[src/hw/rtl/rmq_pkg.sv]
// Shared types and constants for the rotation matrix to quaternion converter.
// No dependencies.
package rmq_pkg;

	localparam int DATA_WIDTH = 16;
	localparam int FRAC_BITS  = DATA_WIDTH - 2;
	localparam int ARG_WIDTH  = DATA_WIDTH + 2;
	localparam int QDEPTH     = 4;

	typedef enum logic [1:0] {
		CASE_W = 2'd0,
		CASE_X = 2'd1,
		CASE_Y = 2'd2,
		CASE_Z = 2'd3
	} case_t;

	typedef struct packed {
		logic signed [DATA_WIDTH-1:0] r00;
		logic signed [DATA_WIDTH-1:0] r01;
		logic signed [DATA_WIDTH-1:0] r02;
		logic signed [DATA_WIDTH-1:0] r10;
		logic signed [DATA_WIDTH-1:0] r11;
		logic signed [DATA_WIDTH-1:0] r12;
		logic signed [DATA_WIDTH-1:0] r20;
		logic signed [DATA_WIDTH-1:0] r21;
		logic signed [DATA_WIDTH-1:0] r22;
	} in_t;

	typedef struct packed {
		logic signed [DATA_WIDTH-1:0] quat_w;
		logic signed [DATA_WIDTH-1:0] quat_x;
		logic signed [DATA_WIDTH-1:0] quat_y;
		logic signed [DATA_WIDTH-1:0] quat_z;
		logic [1:0]                   dominant_case;
	} out_t;

	// classified request: radicand and the three off-dominant numerators
	typedef struct packed {
		case_t                    sel;
		logic [ARG_WIDTH-1:0]     arg;
		logic [2:0][DATA_WIDTH:0] n;
	} work_t;

endpackage

[src/hw/rtl/rmq_fifo.sv]
// Short request queue between front and back ends.
// Depends on rmq_pkg.
module rmq_fifo (
	input  logic           clk,
	input  logic           arst_n,
	input  logic           push,
	output logic           full,
	input  rmq_pkg::work_t din,
	input  logic           pop,
	output logic           empty,
	output rmq_pkg::work_t dout
);
	import rmq_pkg::*;

	localparam int PW = $clog2(QDEPTH);

	work_t         mem_q [QDEPTH];
	logic [PW-1:0] wp_q, rp_q;
	logic [PW:0]   cnt_q;
	logic          do_wr, do_rd;

	assign full  = cnt_q == (PW+1)'(QDEPTH);
	assign empty = cnt_q == '0;
	assign dout  = mem_q[rp_q];
	assign do_wr = push && !full;
	assign do_rd = pop && !empty;

	always_ff @(posedge clk or negedge arst_n) begin
		if (!arst_n) begin
			wp_q  <= '0;
			rp_q  <= '0;
			cnt_q <= '0;
		end else begin
			if (do_wr) wp_q <= wp_q + 1'b1;
			if (do_rd) rp_q <= rp_q + 1'b1;
			cnt_q <= cnt_q + (PW+1)'(do_wr) - (PW+1)'(do_rd);
		end
	end

	always_ff @(posedge clk) begin
		if (do_wr) begin
			mem_q[wp_q] <= din;
		end
	end

endmodule

[config.mk]
export PLATFORM = sky130hd
export DESIGN_NAME = rmq_fifo
export DESIGN_NICKNAME = d
export VERILOG_FILES = /design/src/hw/rtl/rmq_pkg.sv /design/src/hw/rtl/rmq_fifo.sv
export SDC_FILE = /design/constraint.sdc
export NUM_CORES = 1
export LEC_CHECK = 0
export BUFFER_PORTS_ARGS = -buffer_cell sky130_fd_sc_hd__buf_2
export CORE_MARGIN = 8
export CORE_UTILIZATION = 57
export DETAILED_ROUTE_END_ITERATION = 12
export PLACE_DENSITY = 0.9
export SYNTH_ARGS = -nofsm -noshare
export SYNTH_HDL_FRONTEND = slang
export SYNTH_SLANG_ARGS = --single-unit
[constraint.sdc]
create_clock -name clk -period 3.84 [get_ports clk]
set_clock_uncertainty 0.15 [all_clocks]
set_input_delay 0.384 -clock clk [delete_from_list [all_inputs] [get_ports clk]]
set_output_delay 0.384 -clock clk [all_outputs]
set_load 0.05 [all_outputs]
==> impl_metrics.tcl <==
set metrics [dict create \
    status "finished clean" \
    hold_violations 0 \
    synth-seq-area-share_pct 80.7 \
    worst_hold_slack_ps 70.9 \
    setup_viol 0 \
    synth_cells 412 \
    cp.arrival_ps 2510 \
    crit_path_end_kind "primary output" \
    cts_resized 0 \
    io_buffers 147 \
    coreArea_um2 18600 \
    fin_util_pct 71.4 \
    r2r_cells 8 \
    die_y_um 154 \
    max_cap_violations 0 \
    synth_ff_type "edfxtp_1" \
    grt_pass1_vias 5792 \
    rsz0062_at_grt "false" \
    cts.sink_count 291 \
    drt_first_pass_iters 5 \
    fillerInstances 1095 \
    gr-total-overflow 0 \
    path_class "reg -> out" \
    io_pins 148 \
    min_to "rp_q[0]$_DFFE_PN0P_" \
    synth-xor-area-share_pct 0.325 \
    muxShareOfSynthArea_pct 14.9 \
    dieWidth_um 154 \
    dieArea_um2 23600 \
    cp.required_ps 3310 \
    grt_usage_pct 17.7 \
    area_growth_syn_to_layout_pct 23.4 \
    min_period_over_period_pct 79.3 \
    synth-async-reset-ratio_pct 2.41 \
    netlist.area_leader.share_pct 79.1 \
    routabilityCongestion 0.733 \
    syn_nets 494 \
    hold_buffers 72 \
    clockRootBuffer "clkbuf_16" \
    cpMaxStageDelayCell "dfrtp_4" \
    cts_tree "built" \
    cp_max_fo 21 \
    synth_area_um2 10800 \
    htreeDepth 1 \
    synth_top_area_cell "edfxtp_1" \
    yosysMostFrequentCell "edfxtp_1" \
    cp-start-kind "flop" \
    synth-warning-count 0 \
    synthTopCellsByCount "284 x edfxtp_1, 70 x mux4_2, 8 x buf_2" \
    final_nets 735 \
    ys_types 20 \
    post-cts-setup-buffers 0 \
    grt_pass1_wl_mm 32.2 \
    maxSlewHeadroom_pct 27.6 \
    cts.path.max_buffers 3 \
    synthSimpleGateAreaFrac_pct 0.963 \
    synth_area_leaders "edfxtp_1 79%, mux4_2 15%, dfrtp_1 1.6%, buf_12 1.3%, ha_1 0.70%" \
    wirelength_mm 20.9 \
    hold_depth 3 \
    ys_ff_latch 291 \
    leakage_uw 0.00461 \
    setup_tns_ps 0 \
    min_from "pop" \
    period_minus_slack_ps 3050 \
    tightest_slew_ps 1090 \
    maxSlewViolCount 0 \
    antenna_found_initial 1 \
    regToRegStartpoint "cnt_q[0]$_DFF_PN0_" \
    synth_edf_count 284 \
    worst_skew_pair.late_latency_ps 510 \
    min-delay-path-class "in -> reg" \
    numCtsBuffers 28 \
    r2r_setup_slack_ps 1310 \
    diodes 0 \
    rows 50 \
    dpl.hpwl_mm 12.4 \
    viasPerCell 5.63 \
    synth_fa_ha_area_share_pct 0.882 \
    dr.first_iter.drc_count 327 \
    syn_avg_cell_area_um2 26.2 \
    drc 0 \
    ir_drop_mv 0.637 \
    post_drt_wl_per_cell_um 23.0 \
    synth_compound_area_share_pct 0.290 \
    synth_top_family_by_area "multiplexers" \
    max_freq_mhz 328 \
    critical-path-max-stage-delay_ps 690 \
    antenna_left 0 \
    path_cells "buf_4, mux4_2, buf_2" \
    p_per_area_nw_per_um2 857 \
    grt_max_degree 73 \
    r2r_end "cnt_q[2]$_DFF_PN0_" \
    drive_above_1_share_pct 39.4 \
    clkSlewWorstSetupHoldPaths_ps 60 \
    start_util_pct 57.9 \
    vias 5109 \
]
flip-flops by register name, indices dropped and copies added (netlist names):
signal and cells:
cnt_q 3, mem_q 284, wp_q 2, rp_q 2
where the power goes:
| group | total, µW | switching (µW) | leakage (µW) | internal [µW] |
|---|---|---|---|---|
| clock | 2530 | 1050 | 0.000410 | 1480 |
| combinational | 4300 | 2930 | 0.00152 | 1370 |
| sequential | 4580 | 390 | 0.00268 | 4190 |
| total | 11400 | 4370 | 0.00461 | 7040 |
worst max-delay path by stage:
stage | start | end | slack, ps
3_5_place_dp | rp_q[0]$_DFFE_PN0P_ | dout[60] | 1270
4_1_cts | rp_q[0]$_DFFE_PN0P_ | dout[60] | 710
6_report | rp_q[0]$_DFFE_PN0P_ | dout[64] | 790
5_1_grt | rp_q[0]$_DFFE_PN0P_ | dout[64] | 620
3_3_place_gp | rp_q[0]$_DFFE_PN0P_ | dout[44] | 1300
2_1_floorplan | cnt_q[2]$_DFF_PN0_ | mem_q[0][0]$_DFFE_PP_ | 730
cells by family after synthesis:
kind of cell    count (synthesis)
compound gates                  4
xor+xnor                        4
buf+inv                        22
simple gates                   13
mux                            71
flops                         291
fa+ha+maj                       7
per-stage QoR:
| stage | instance area, µm² | power [µW] | setup slack [ps] | std cells |
|---|---|---|---|---|
| 6_report | 13300 | 11400 | 795 | 907 |
| 5_1_grt | 13300 | 11800 | 616 | 907 |
| 4_1_cts | 13300 | 11500 | 707 | 907 |
| 3_5_place_dp | 11700 | 8930 | 1270 | 785 |
| 3_3_place_gp | 11700 | 8790 | 1300 | 785 |
| 2_1_floorplan | 10800 | 8010 | 725 | 412 |
worst max-delay path: cells and delay by family, from the launching register on:
family / cells / cell delay, ps
muxes: 1 / 580
DFF: 1 / 690
buffers and inverters: 2 / 710
placed cells by master (no fill, tap or decap), types with 2 or more instances in the layout:
master,n
and3b_4,4
buf_12,3
buf_2,147
buf_4,5
clkbuf_1,15
clkbuf_16,29
clkinv_1,2
dfrtp_1,5
dfrtp_4,2
dlygate4sd3_1,72
edfxtp_1,284
ha_1,6
inv_1,6
mux4_2,70
nand2b_1,4
nand4bb_1,2
o211ai_1,2
xnor2_1,4
layout make-up:
| cell class | instances | area, µm² | area share [%] |
|---|---|---|---|
| inverters | 6 | 22.5 | 0.169 |
| flip-flops and latches | 291 | 8710 | 65.4 |
| clock buffers | 45 | 796 | 5.98 |
| repair buffers | 227 | 1550 | 11.7 |
| well taps | 234 | 293 | 2.20 |
| clock inverters | 5 | 53.8 | 0.404 |
| multi-input cells | 99 | 1880 | 14.1 |
routing by layer:
layer | routed length [µm] | share of wire, % | track usage [%]
met1 | 7780 | 37 | 20.5
met5 | 13 | 0.062 | 0
met2 | 11200 | 54 | 32.1
met3 | 1470 | 7.0 | 4.74
met4 | 350 | 1.7 | 4.20
No activity file was read; power rests on OpenSTA's default activity.
