==> src/hw/rtl/rmq_pkg.sv <==
// Shared types and constants for the rotation matrix to quaternion converter.
// No dependencies.
package rmq_pkg;

	localparam int DATA_WIDTH = 16;
	localparam int FRAC_BITS  = DATA_WIDTH - 2;
	localparam int ARG_WIDTH  = DATA_WIDTH + 2;
	localparam int QDEPTH     = 4;

	typedef enum logic [1:0] {
		CASE_W = 2'd0,
		CASE_X = 2'd1,
		CASE_Y = 2'd2,
		CASE_Z = 2'd3
	} case_t;

	typedef struct packed {
		logic signed [DATA_WIDTH-1:0] r00;
		logic signed [DATA_WIDTH-1:0] r01;
		logic signed [DATA_WIDTH-1:0] r02;
		logic signed [DATA_WIDTH-1:0] r10;
		logic signed [DATA_WIDTH-1:0] r11;
		logic signed [DATA_WIDTH-1:0] r12;
		logic signed [DATA_WIDTH-1:0] r20;
		logic signed [DATA_WIDTH-1:0] r21;
		logic signed [DATA_WIDTH-1:0] r22;
	} in_t;

	typedef struct packed {
		logic signed [DATA_WIDTH-1:0] quat_w;
		logic signed [DATA_WIDTH-1:0] quat_x;
		logic signed [DATA_WIDTH-1:0] quat_y;
		logic signed [DATA_WIDTH-1:0] quat_z;
		logic [1:0]                   dominant_case;
	} out_t;

	// classified request: radicand and the three off-dominant numerators
	typedef struct packed {
		case_t                    sel;
		logic [ARG_WIDTH-1:0]     arg;
		logic [2:0][DATA_WIDTH:0] n;
	} work_t;

endpackage

==> src/hw/rtl/rmq_front.sv <==
// Front end: trace test, case select, radicand and numerators, one register stage.
// Depends on rmq_pkg.
module rmq_front (
	input  logic          clk,
	input  logic          arst_n,
	input  logic          push,
	output logic          full,
	input  rmq_pkg::in_t  item,
	output logic          wr,
	input  logic          q_full,
	output rmq_pkg::work_t work
);
	import rmq_pkg::*;

	localparam int EW = DATA_WIDTH + 3;
	localparam int W1 = DATA_WIDTH + 1;

	logic signed [EW-1:0] e00, e11, e22, tr, arg_s, one;
	logic signed [W1-1:0] d_w, d_y, d_z, s_xy, s_xz, s_yz;
	work_t wk;
	work_t work_s1;
	logic  vld_s1;
	logic  accept;

	always_comb begin
		one  = EW'(1) <<< FRAC_BITS;
		e00  = EW'(item.r00);
		e11  = EW'(item.r11);
		e22  = EW'(item.r22);
		tr   = e00 + e11 + e22;
		d_w  = W1'(item.r21) - W1'(item.r12);
		d_y  = W1'(item.r02) - W1'(item.r20);
		d_z  = W1'(item.r10) - W1'(item.r01);
		s_xy = W1'(item.r01) + W1'(item.r10);
		s_xz = W1'(item.r02) + W1'(item.r20);
		s_yz = W1'(item.r12) + W1'(item.r21);
		priority if (tr > 0) begin
			wk.sel = CASE_W;
			arg_s  = one + tr;
			wk.n   = {d_z, d_y, d_w};
		end else if (e00 > e11 && e00 > e22) begin
			wk.sel = CASE_X;
			arg_s  = one + e00 - e11 - e22;
			wk.n   = {s_xz, s_xy, d_w};
		end else if (e11 > e22) begin
			wk.sel = CASE_Y;
			arg_s  = one + e11 - e00 - e22;
			wk.n   = {s_yz, s_xy, d_y};
		end else begin
			wk.sel = CASE_Z;
			arg_s  = one + e22 - e00 - e11;
			wk.n   = {s_yz, s_xz, d_z};
		end
		wk.arg = arg_s[EW-1] ? '0 : arg_s[ARG_WIDTH-1:0];
	end

	assign full   = vld_s1 && q_full;
	assign accept = push && !full;
	assign wr     = vld_s1 && !q_full;
	assign work   = work_s1;

	always_ff @(posedge clk or negedge arst_n) begin
		if (!arst_n) begin
			vld_s1 <= 1'b0;
		end else begin
			vld_s1 <= accept || full;
		end
	end

	always_ff @(posedge clk) begin
		if (accept) begin
			work_s1 <= wk;
		end
	end

endmodule

==> config.mk <==
export PLATFORM = sky130hd
export DESIGN_NAME = rmq_front
export DESIGN_NICKNAME = d
export VERILOG_FILES = /design/src/hw/rtl/rmq_pkg.sv /design/src/hw/rtl/rmq_front.sv
export SDC_FILE = /design/constraint.sdc
export NUM_CORES = 1
export LEC_CHECK = 0
export BUFFER_PORTS_ARGS = -buffer_cell sky130_fd_sc_hd__buf_2
export CORE_MARGIN = 2
export CORE_UTILIZATION = 51
export DETAILED_ROUTE_END_ITERATION = 7
export MAX_ROUTING_LAYER = met4
export PLACE_DENSITY_LB_ADDON = 0.08
export SETUP_SLACK_MARGIN = 0.15
export SLEW_MARGIN = 20
export SYNTH_ARGS = -nofsm -noshare
export SYNTH_HDL_FRONTEND = slang
export SYNTH_SLANG_ARGS = --single-unit
==> constraint.sdc <==
create_clock -name clk -period 7.78 [get_ports clk]
set_input_delay 0.389 -clock clk [delete_from_list [all_inputs] [get_ports clk]]
set_output_delay 0.389 -clock clk [all_outputs]
set_load 0.05 [all_outputs]
==> flow_metrics.env, run 1 <==
export IMPL_htreeDepth=3
export IMPL_place_hpwl_um=35080
export IMPL_power_mw=3.171
export IMPL_criticalPathCategory="in -> reg"
export IMPL_cts_buffers=9
export IMPL_syn_area_mm2=0.01486
export IMPL_clkLatencyLatePin_ns=0.34
export IMPL_avgSynthCellArea_um2=8.579
export IMPL_drtAntennaViolNets=0
export IMPL_synth_top_area_share_pct=24.59
export IMPL_areaGrowthSynthToFinish_pct=11.53
export IMPL_tns_ns=0
export IMPL_drc=0
export IMPL_grt_pass1_wl_um=65910
export IMPL_dr_total_vias=12770
export IMPL_port_buffers=220
export IMPL_antenna_found_initial=3
export IMPL_drtIter0Drc=997
export IMPL_cp_required_ns=7.87
export IMPL_relSlewSlack_pct=28.46
export IMPL_die_x_um=174.7
export IMPL_die_h_um=174.7
export IMPL_clock_fmax_mhz=177.1
export IMPL_setup_viol=0
export IMPL_post_drt_wl_per_cell_um=18.19
export IMPL_grt_max_degree=99
export IMPL_viasPerCell=5.536
export IMPL_min_period_ns=5.646
export IMPL_synth_seq_cells=72
export IMPL_syn_inst=1732
export IMPL_grt_total_usage_pct=28.16
export IMPL_ios=221
export IMPL_grt_overflow_total=0
export IMPL_yosysWarningCount=0
export IMPL_cp_arrival_ns=5.74
export IMPL_cts_sinks=72
export IMPL_synth_area_leaders="ha_1, edfxtp_1, fa_1, inv_1, xnor2_1"
export IMPL_final_cells=2307
export IMPL_rsz0062_at_grt="no"
export IMPL_dp_cells=2287
export IMPL_die_area_mm2=0.03051
export IMPL_drv_cap=0
export IMPL_synth_edf_count=71
export IMPL_skew_ns=0.005137
export IMPL_final_nets=2433
export IMPL_hold_class="in -> reg"
export IMPL_hold_viol=0
export IMPL_drive_above_1_share_pct=14.27
export IMPL_grt_pass1_vias=12160
export IMPL_num_rows=62
export IMPL_end_kind="flip-flop"
export IMPL_powerDensity_mw_per_mm2=191.4
export IMPL_wirelength_um=41970
export IMPL_multi_input_area_mm2=0.01166
export IMPL_place_gp_congestion=0.9542
export IMPL_yosysUniqueCellTypes=86
export IMPL_worstSetupStartpointType="input pin"
export IMPL_drtPass1Iterations=5
export IMPL_cts_tree="done"
export IMPL_synth_nets=2250
export IMPL_slew_violations=0
export IMPL_cts_clk_slew_worst_paths_ns=0.06
export IMPL_cts_setup_buffers=0
export IMPL_synth_seq_area_share_pct=14.52
export IMPL_cp_max_fo=98
export IMPL_leakagePower_nw=8.080
export IMPL_status="complete, no violations"
export IMPL_cts_buffer_depth=2
export IMPL_tightest_slew_ns=1.063
export IMPL_synthFlopType="edfxtp_1"
export IMPL_final_seq_area_mm2=0.002157
export IMPL_initial_core_util_pct=51.77
export IMPL_core_area_mm2=0.02870
export IMPL_fill_cells=2728
export IMPL_synth_largest_area_cell="ha_1"
export IMPL_finalCritPeriodShare_pct=72.58
export IMPL_root_buffer="clkbuf_16"
export IMPL_synthArstFlopShare_pct=1.389
export IMPL_vdd_drop_max_mv=0.1127
## registers in the layout (all words and copies together), names as in the netlist
register	count
work	71
vld_s1	1
## repair_timing
item                                    CTS  global route
hold buffers                              1             0
hold endpoints to repair                  1             0
gates resized for setup                   0             0
endpoints found under the setup margin    0             0
## per-stage QoR
| step | instance area, um2 | worst slack (ns) | util, % | hold WS [ns] |
|---|---|---|---|---|
| finish | 16570 | 2.134 | 57.73 | 0.2687 |
| detailed placement | 16260 | 1.825 | 56.64 | 0.1670 |
| global placement | 16260 | 1.964 | 56.64 | 0.1686 |
| CTS | 16560 | 2.167 | 57.71 | 0.2594 |
| global route | 16570 | 1.755 | 57.73 | 0.2682 |
| floorplan | 14860 | 2.980 | - | 0.09341 |
## power breakdown
part	switching [mW]	internal, mW
clock network	0.170	0.248
logic	1.38	0.787
registers	0.0358	0.550
total	1.59	1.59
## per-layer routing
metal  part of all wire (%)  global-route usage, %  up-vias
li1                       -                      -     6337
met1                     48                  40.90     5953
met2                     42                  41.22      438
met3                    8.2                  5.527       43
met4                    1.4                  4.444        0
met5                      0                      -        -
## Yosys cell counts, types with 25 or more instances
library cell    n
ha_1          292
inv_1         213
a21oi_1       133
nor2_1        128
nand2_1        97
o21ai_0        85
xnor2_1        85
fa_1           78
edfxtp_1       71
xor2_1         47
mux2i_1        44
clkbuf_1       43
nor3_1         36
nor2b_1        32
o211ai_1       29
nand2b_1       28
nand3_1        25
## kinds of logic after synthesis
| family | count (synthesis) | synth area share [%] |
|---|---|---|
| AO/OA/AOI/OAI | 419 | 18.15 |
| AND/OR/NAND/NOR | 414 | 13.55 |
| adder cells (fa/ha/maj) | 370 | 35.10 |
| buffers and inverters | 271 | 7.065 |
| XOR/XNOR | 134 | 8.000 |
| flip-flops | 72 | 14.52 |
| multiplexers | 52 | 3.621 |
## worst max-delay path: stages
cell,delay (ns)
buf_2,0.16
inv_1,0.13
fa_1,0.44
inv_1,0.07
ha_1,0.20
fa_1,0.27
a21boi_1,0.14
a2111oi_4,0.47
o211ai_1,0.18
a21o_1,0.21
o21ai_0,0.26
xor2_1,0.16
inv_1,0.08
ha_1,0.16
nor4bb_1,0.27
nand4b_1,0.13
or4b_1,0.51
o31a_2,0.29
buf_4,0.42
nand2b_4,0.41
mux2_4,0.36
## path summary, 6_finish.rpt
| kind | start | endpoint | slack, ns | cells past startpoint |
|---|---|---|---|---|
| max in group asynchronous | arst_n | vld_s1 | 7.34 | 2 |
| worst max-delay path | item[0] | work[12] | 2.13 | 21 |
| worst min register to register | vld_s1 | vld_s1 | 0.69 | 2 |
| min in group asynchronous | arst_n | vld_s1 | 0.35 | 2 |
| worst max register to register | vld_s1 | work[42] | 5.97 | 3 |
| worst min-delay path | push | vld_s1 | 0.27 | 2 |
## cell usage in the layout, fill, tap and decap left out, types with 10 or more instances in the layout
master | netlist | routed
ha_1 | 292 | 292
buf_2 | 5 | 220
inv_1 | 213 | 213
a21oi_1 | 133 | 133
nor2_1 | 128 | 128
nand2_1 | 97 | 97
o21ai_0 | 85 | 85
xnor2_1 | 85 | 85
fa_1 | 78 | 78
edfxtp_1 | 71 | 71
xor2_1 | 47 | 47
mux2i_1 | 44 | 44
nor3_1 | 36 | 36
nor2b_1 | 32 | 31
o211ai_1 | 29 | 29
nand2b_1 | 28 | 28
nand3_1 | 25 | 25
a21o_1 | 16 | 16
a211oi_1 | 15 | 15
o21a_1 | 15 | 15
a31oi_1 | 13 | 13
o21bai_1 | 13 | 13
nor4_1 | 11 | 11
o31ai_1 | 11 | 11
and3_1 | 10 | 10
o21ai_1 | 10 | 10
## area by class of cell
type / instances / area share (%)
Clock buffer: 9 / 1.359
Tap cell: 384 / 2.899
Sequential cell: 72 / 13.02
Multi-Input combinational cell: 1389 / 70.36
Clock inverter: 7 / 0.4228
Timing Repair Buffer: 228 / 7.022
Antenna cell: 3 / 0.04530
Inverter: 215 / 4.870
No activity file was read; power rests on OpenSTA's default activity.
==> inputs of run 2 (changes only) <==
==> constraint.sdc (replaced) <==
create_clock -name clk -period 5.5 [get_ports clk]
set_input_delay 0.275 -clock clk [delete_from_list [all_inputs] [get_ports clk]]
set_output_delay 0.275 -clock clk [all_outputs]
set_load 0.05 [all_outputs]
==> run 2 against run 1 <==
Non-clock buffer count up 7. Combinational power up 41%. Register-to-register slack worse by 2.8 ns. Wire length up 0.57%. Clock power up 38%. Critical endpoint is now work[19].
==> flow_metrics.env, run 2 (synthesized netlist as in run 1, its figures left out) <==
export IMPL_cp_cell_sequence="buf_2 > inv_1 > fa_1 > inv_1 > ha_1 > and3b_1 > a32o_1 > nor4_1 > a32o_1 > o21ai_1 > xor2_1 > inv_1 > ha_1 > nor4bb_1 > nand4b_1 > or4b_1 > o31a_2 > buf_4 > mux2i_1 > o221a_2"
export IMPL_finalCritPeriodShare_pct=91.32
export IMPL_grt_total_usage_pct=28.51
export IMPL_largest_reg_flops=71
export IMPL_ios=221
export IMPL_final_area_mm2=0.01662
export IMPL_drtPass1Iterations=6
export IMPL_drtAntennaViolNets=0
export IMPL_drc=0
export IMPL_internal_power_mw=2.247
export IMPL_wirelength_um=42210
export IMPL_final_common_cell="ha_1"
export IMPL_p_sw_share_pct=49.76
export IMPL_die_area_mm2=0.03051
export IMPL_cts_clk_slew_worst_paths_ns=0.06
export IMPL_cts_tree="done"
export IMPL_post_drt_wl_per_cell_um=18.22
export IMPL_cp_arrival_ns=5.11
export IMPL_num_rows=62
export IMPL_cp_max_fo=30
export IMPL_hold_viol=0
export IMPL_cts_buffer_depth=2
export IMPL_slew_violations=0
export IMPL_place_hpwl_um=35400
export IMPL_relSlewSlack_pct=29.52
export IMPL_die_x_um=174.7
export IMPL_rsz0062_at_grt="no"
export IMPL_status="complete, no violations"
export IMPL_setup_viol=0
export IMPL_reg2regPathDepth=3
export IMPL_grt_pass1_vias=12510
export IMPL_gr_usage_met1_pct=41.95
export IMPL_powerDensity_mw_per_mm2=269.2
export IMPL_htreeDepth=3
export IMPL_cts_sinks=72
export IMPL_criticalPathCategory="in -> reg"
export IMPL_min_delay_path_depth=2
export IMPL_p_clk_share_pct=12.9
export IMPL_path_delay_family="simple AND/OR/NAND/NOR gates"
export IMPL_grt_max_degree=55
export IMPL_critical_path_most_common_cell="inv_1"
export IMPL_drtIter0Drc=1097
export IMPL_worstSetupStartpointType="input pin"
export IMPL_place_gp_congestion=0.9540
export IMPL_cpMaxStageDelayCell="fa_1"
export IMPL_vdd_drop_max_mv=0.1843
export IMPL_cts_buffers=9
export IMPL_critPathBufInv=5
export IMPL_place_area_mm2=0.01631
export IMPL_tns_ns=0
export IMPL_initial_core_util_pct=51.77
export IMPL_clock_fmax_mhz=199.1
export IMPL_drive_above_1_share_pct=14.37
export IMPL_tightest_slew_ns=1.055
export IMPL_die_h_um=174.7
export IMPL_clkLatencyLatePin_ns=0.34
export IMPL_cp_required_ns=5.59
export IMPL_viasPerCell=5.592
export IMPL_use_met3_pct=3.677
export IMPL_core_area_mm2=0.02870
export IMPL_dr_total_vias=12960
export IMPL_fill_cells=2715
export IMPL_cts_setup_buffers=0
export IMPL_grt_overflow_total=0
export IMPL_drv_cap=0
export IMPL_p_sw_mw=2.226
export IMPL_final_nets=2440
export IMPL_grt_pass1_wl_um=66600
export IMPL_seqPwrFrac_pct=18.7
export IMPL_antenna_found_initial=6
export IMPL_leakagePower_nw=8.105
export IMPL_root_buffer="clkbuf_16"
export IMPL_comb_power_share_pct=68.4
export IMPL_mostFrequentLayoutCells="ha_1, buf_2, inv_1, a21oi_1, nor2_1"
export IMPL_skew_ns=0.005397
export IMPL_busiest_layer="met1"
export IMPL_hold_class="in -> reg"
export IMPL_end_kind="flip-flop"
export IMPL_areaGrowthSynthToFinish_pct=11.83
export IMPL_cp_num_cells=20
export IMPL_port_buffers=220
export IMPL_max_stage_delay_ns=0.57
export IMPL_min_period_ns=5.022
export IMPL_grt_util_met2_pct=41.27
==> run 2: final timing paths <==
kind | from | to | slack, ns
worst min-delay path | push | vld_s1 | 0.14
min in group asynchronous | arst_n | vld_s1 | 0.23
worst min register to register | vld_s1 | vld_s1 | 0.69
max in group asynchronous | arst_n | vld_s1 | 5.18
worst max register to register | vld_s1 | work[69] | 3.14
worst max-delay path | item[8] | work[19] | 0.48
==> run 2: layout make-up <==
| class | instances | area, um2 | share of cell area (%) |
|---|---|---|---|
| Multi-Input combinational cell | 1389 | 11660 | 70.17 |
| Sequential cell | 72 | 2157 | 12.98 |
| Timing Repair Buffer | 235 | 1216 | 7.319 |
| Inverter | 215 | 807.0 | 4.857 |
| Tap cell | 384 | 480.5 | 2.892 |
| Clock buffer | 11 | 232.7 | 1.401 |
| Clock inverter | 5 | 47.55 | 0.2861 |
| Antenna cell | 6 | 15.01 | 0.09036 |
==> run 2: metrics by stage <==
step | power (mW) | utilization [%] | cells | setup slack [ns] | hold slack, ns
after floorplan | 3.060 | - | 1732 | 0.8144 | -0.02059
after global placement | 3.820 | 56.83 | 2294 | 0.3048 | 0.05232
after detailed placement | 3.851 | 56.83 | 2294 | 0.1428 | 0.05048
after CTS | 4.440 | 57.84 | 2311 | 0.4955 | 0.1367
after global routing | 4.817 | 57.89 | 2317 | 0.1571 | 0.1306
final | 4.473 | 57.89 | 2317 | 0.4777 | 0.1446
==> run 2: repair_timing <==
item,4_1_cts,5_1_grt
hold buffers,1,0
hold endpoints to repair,1,0
endpoints found under the setup margin,0,23
gates resized for setup,0,1
==> run 2: per-layer routing <==
metal  vias up  share of wire, %
li1       6351                 -
met1      6122                50
met2       442                42
met3        42               6.9
met4         0               2.0
met5         -                 0
==> run 2: power by group through the flow <==
stage	Sequential, mW	Clock, mW	Combinational (mW)
detailed placement	0.841	0	3.01
CTS	0.833	0.578	3.03
floorplan	1.17	0	1.89
global placement	0.845	0	2.97
global route	0.841	0.605	3.37
finish	0.835	0.576	3.06
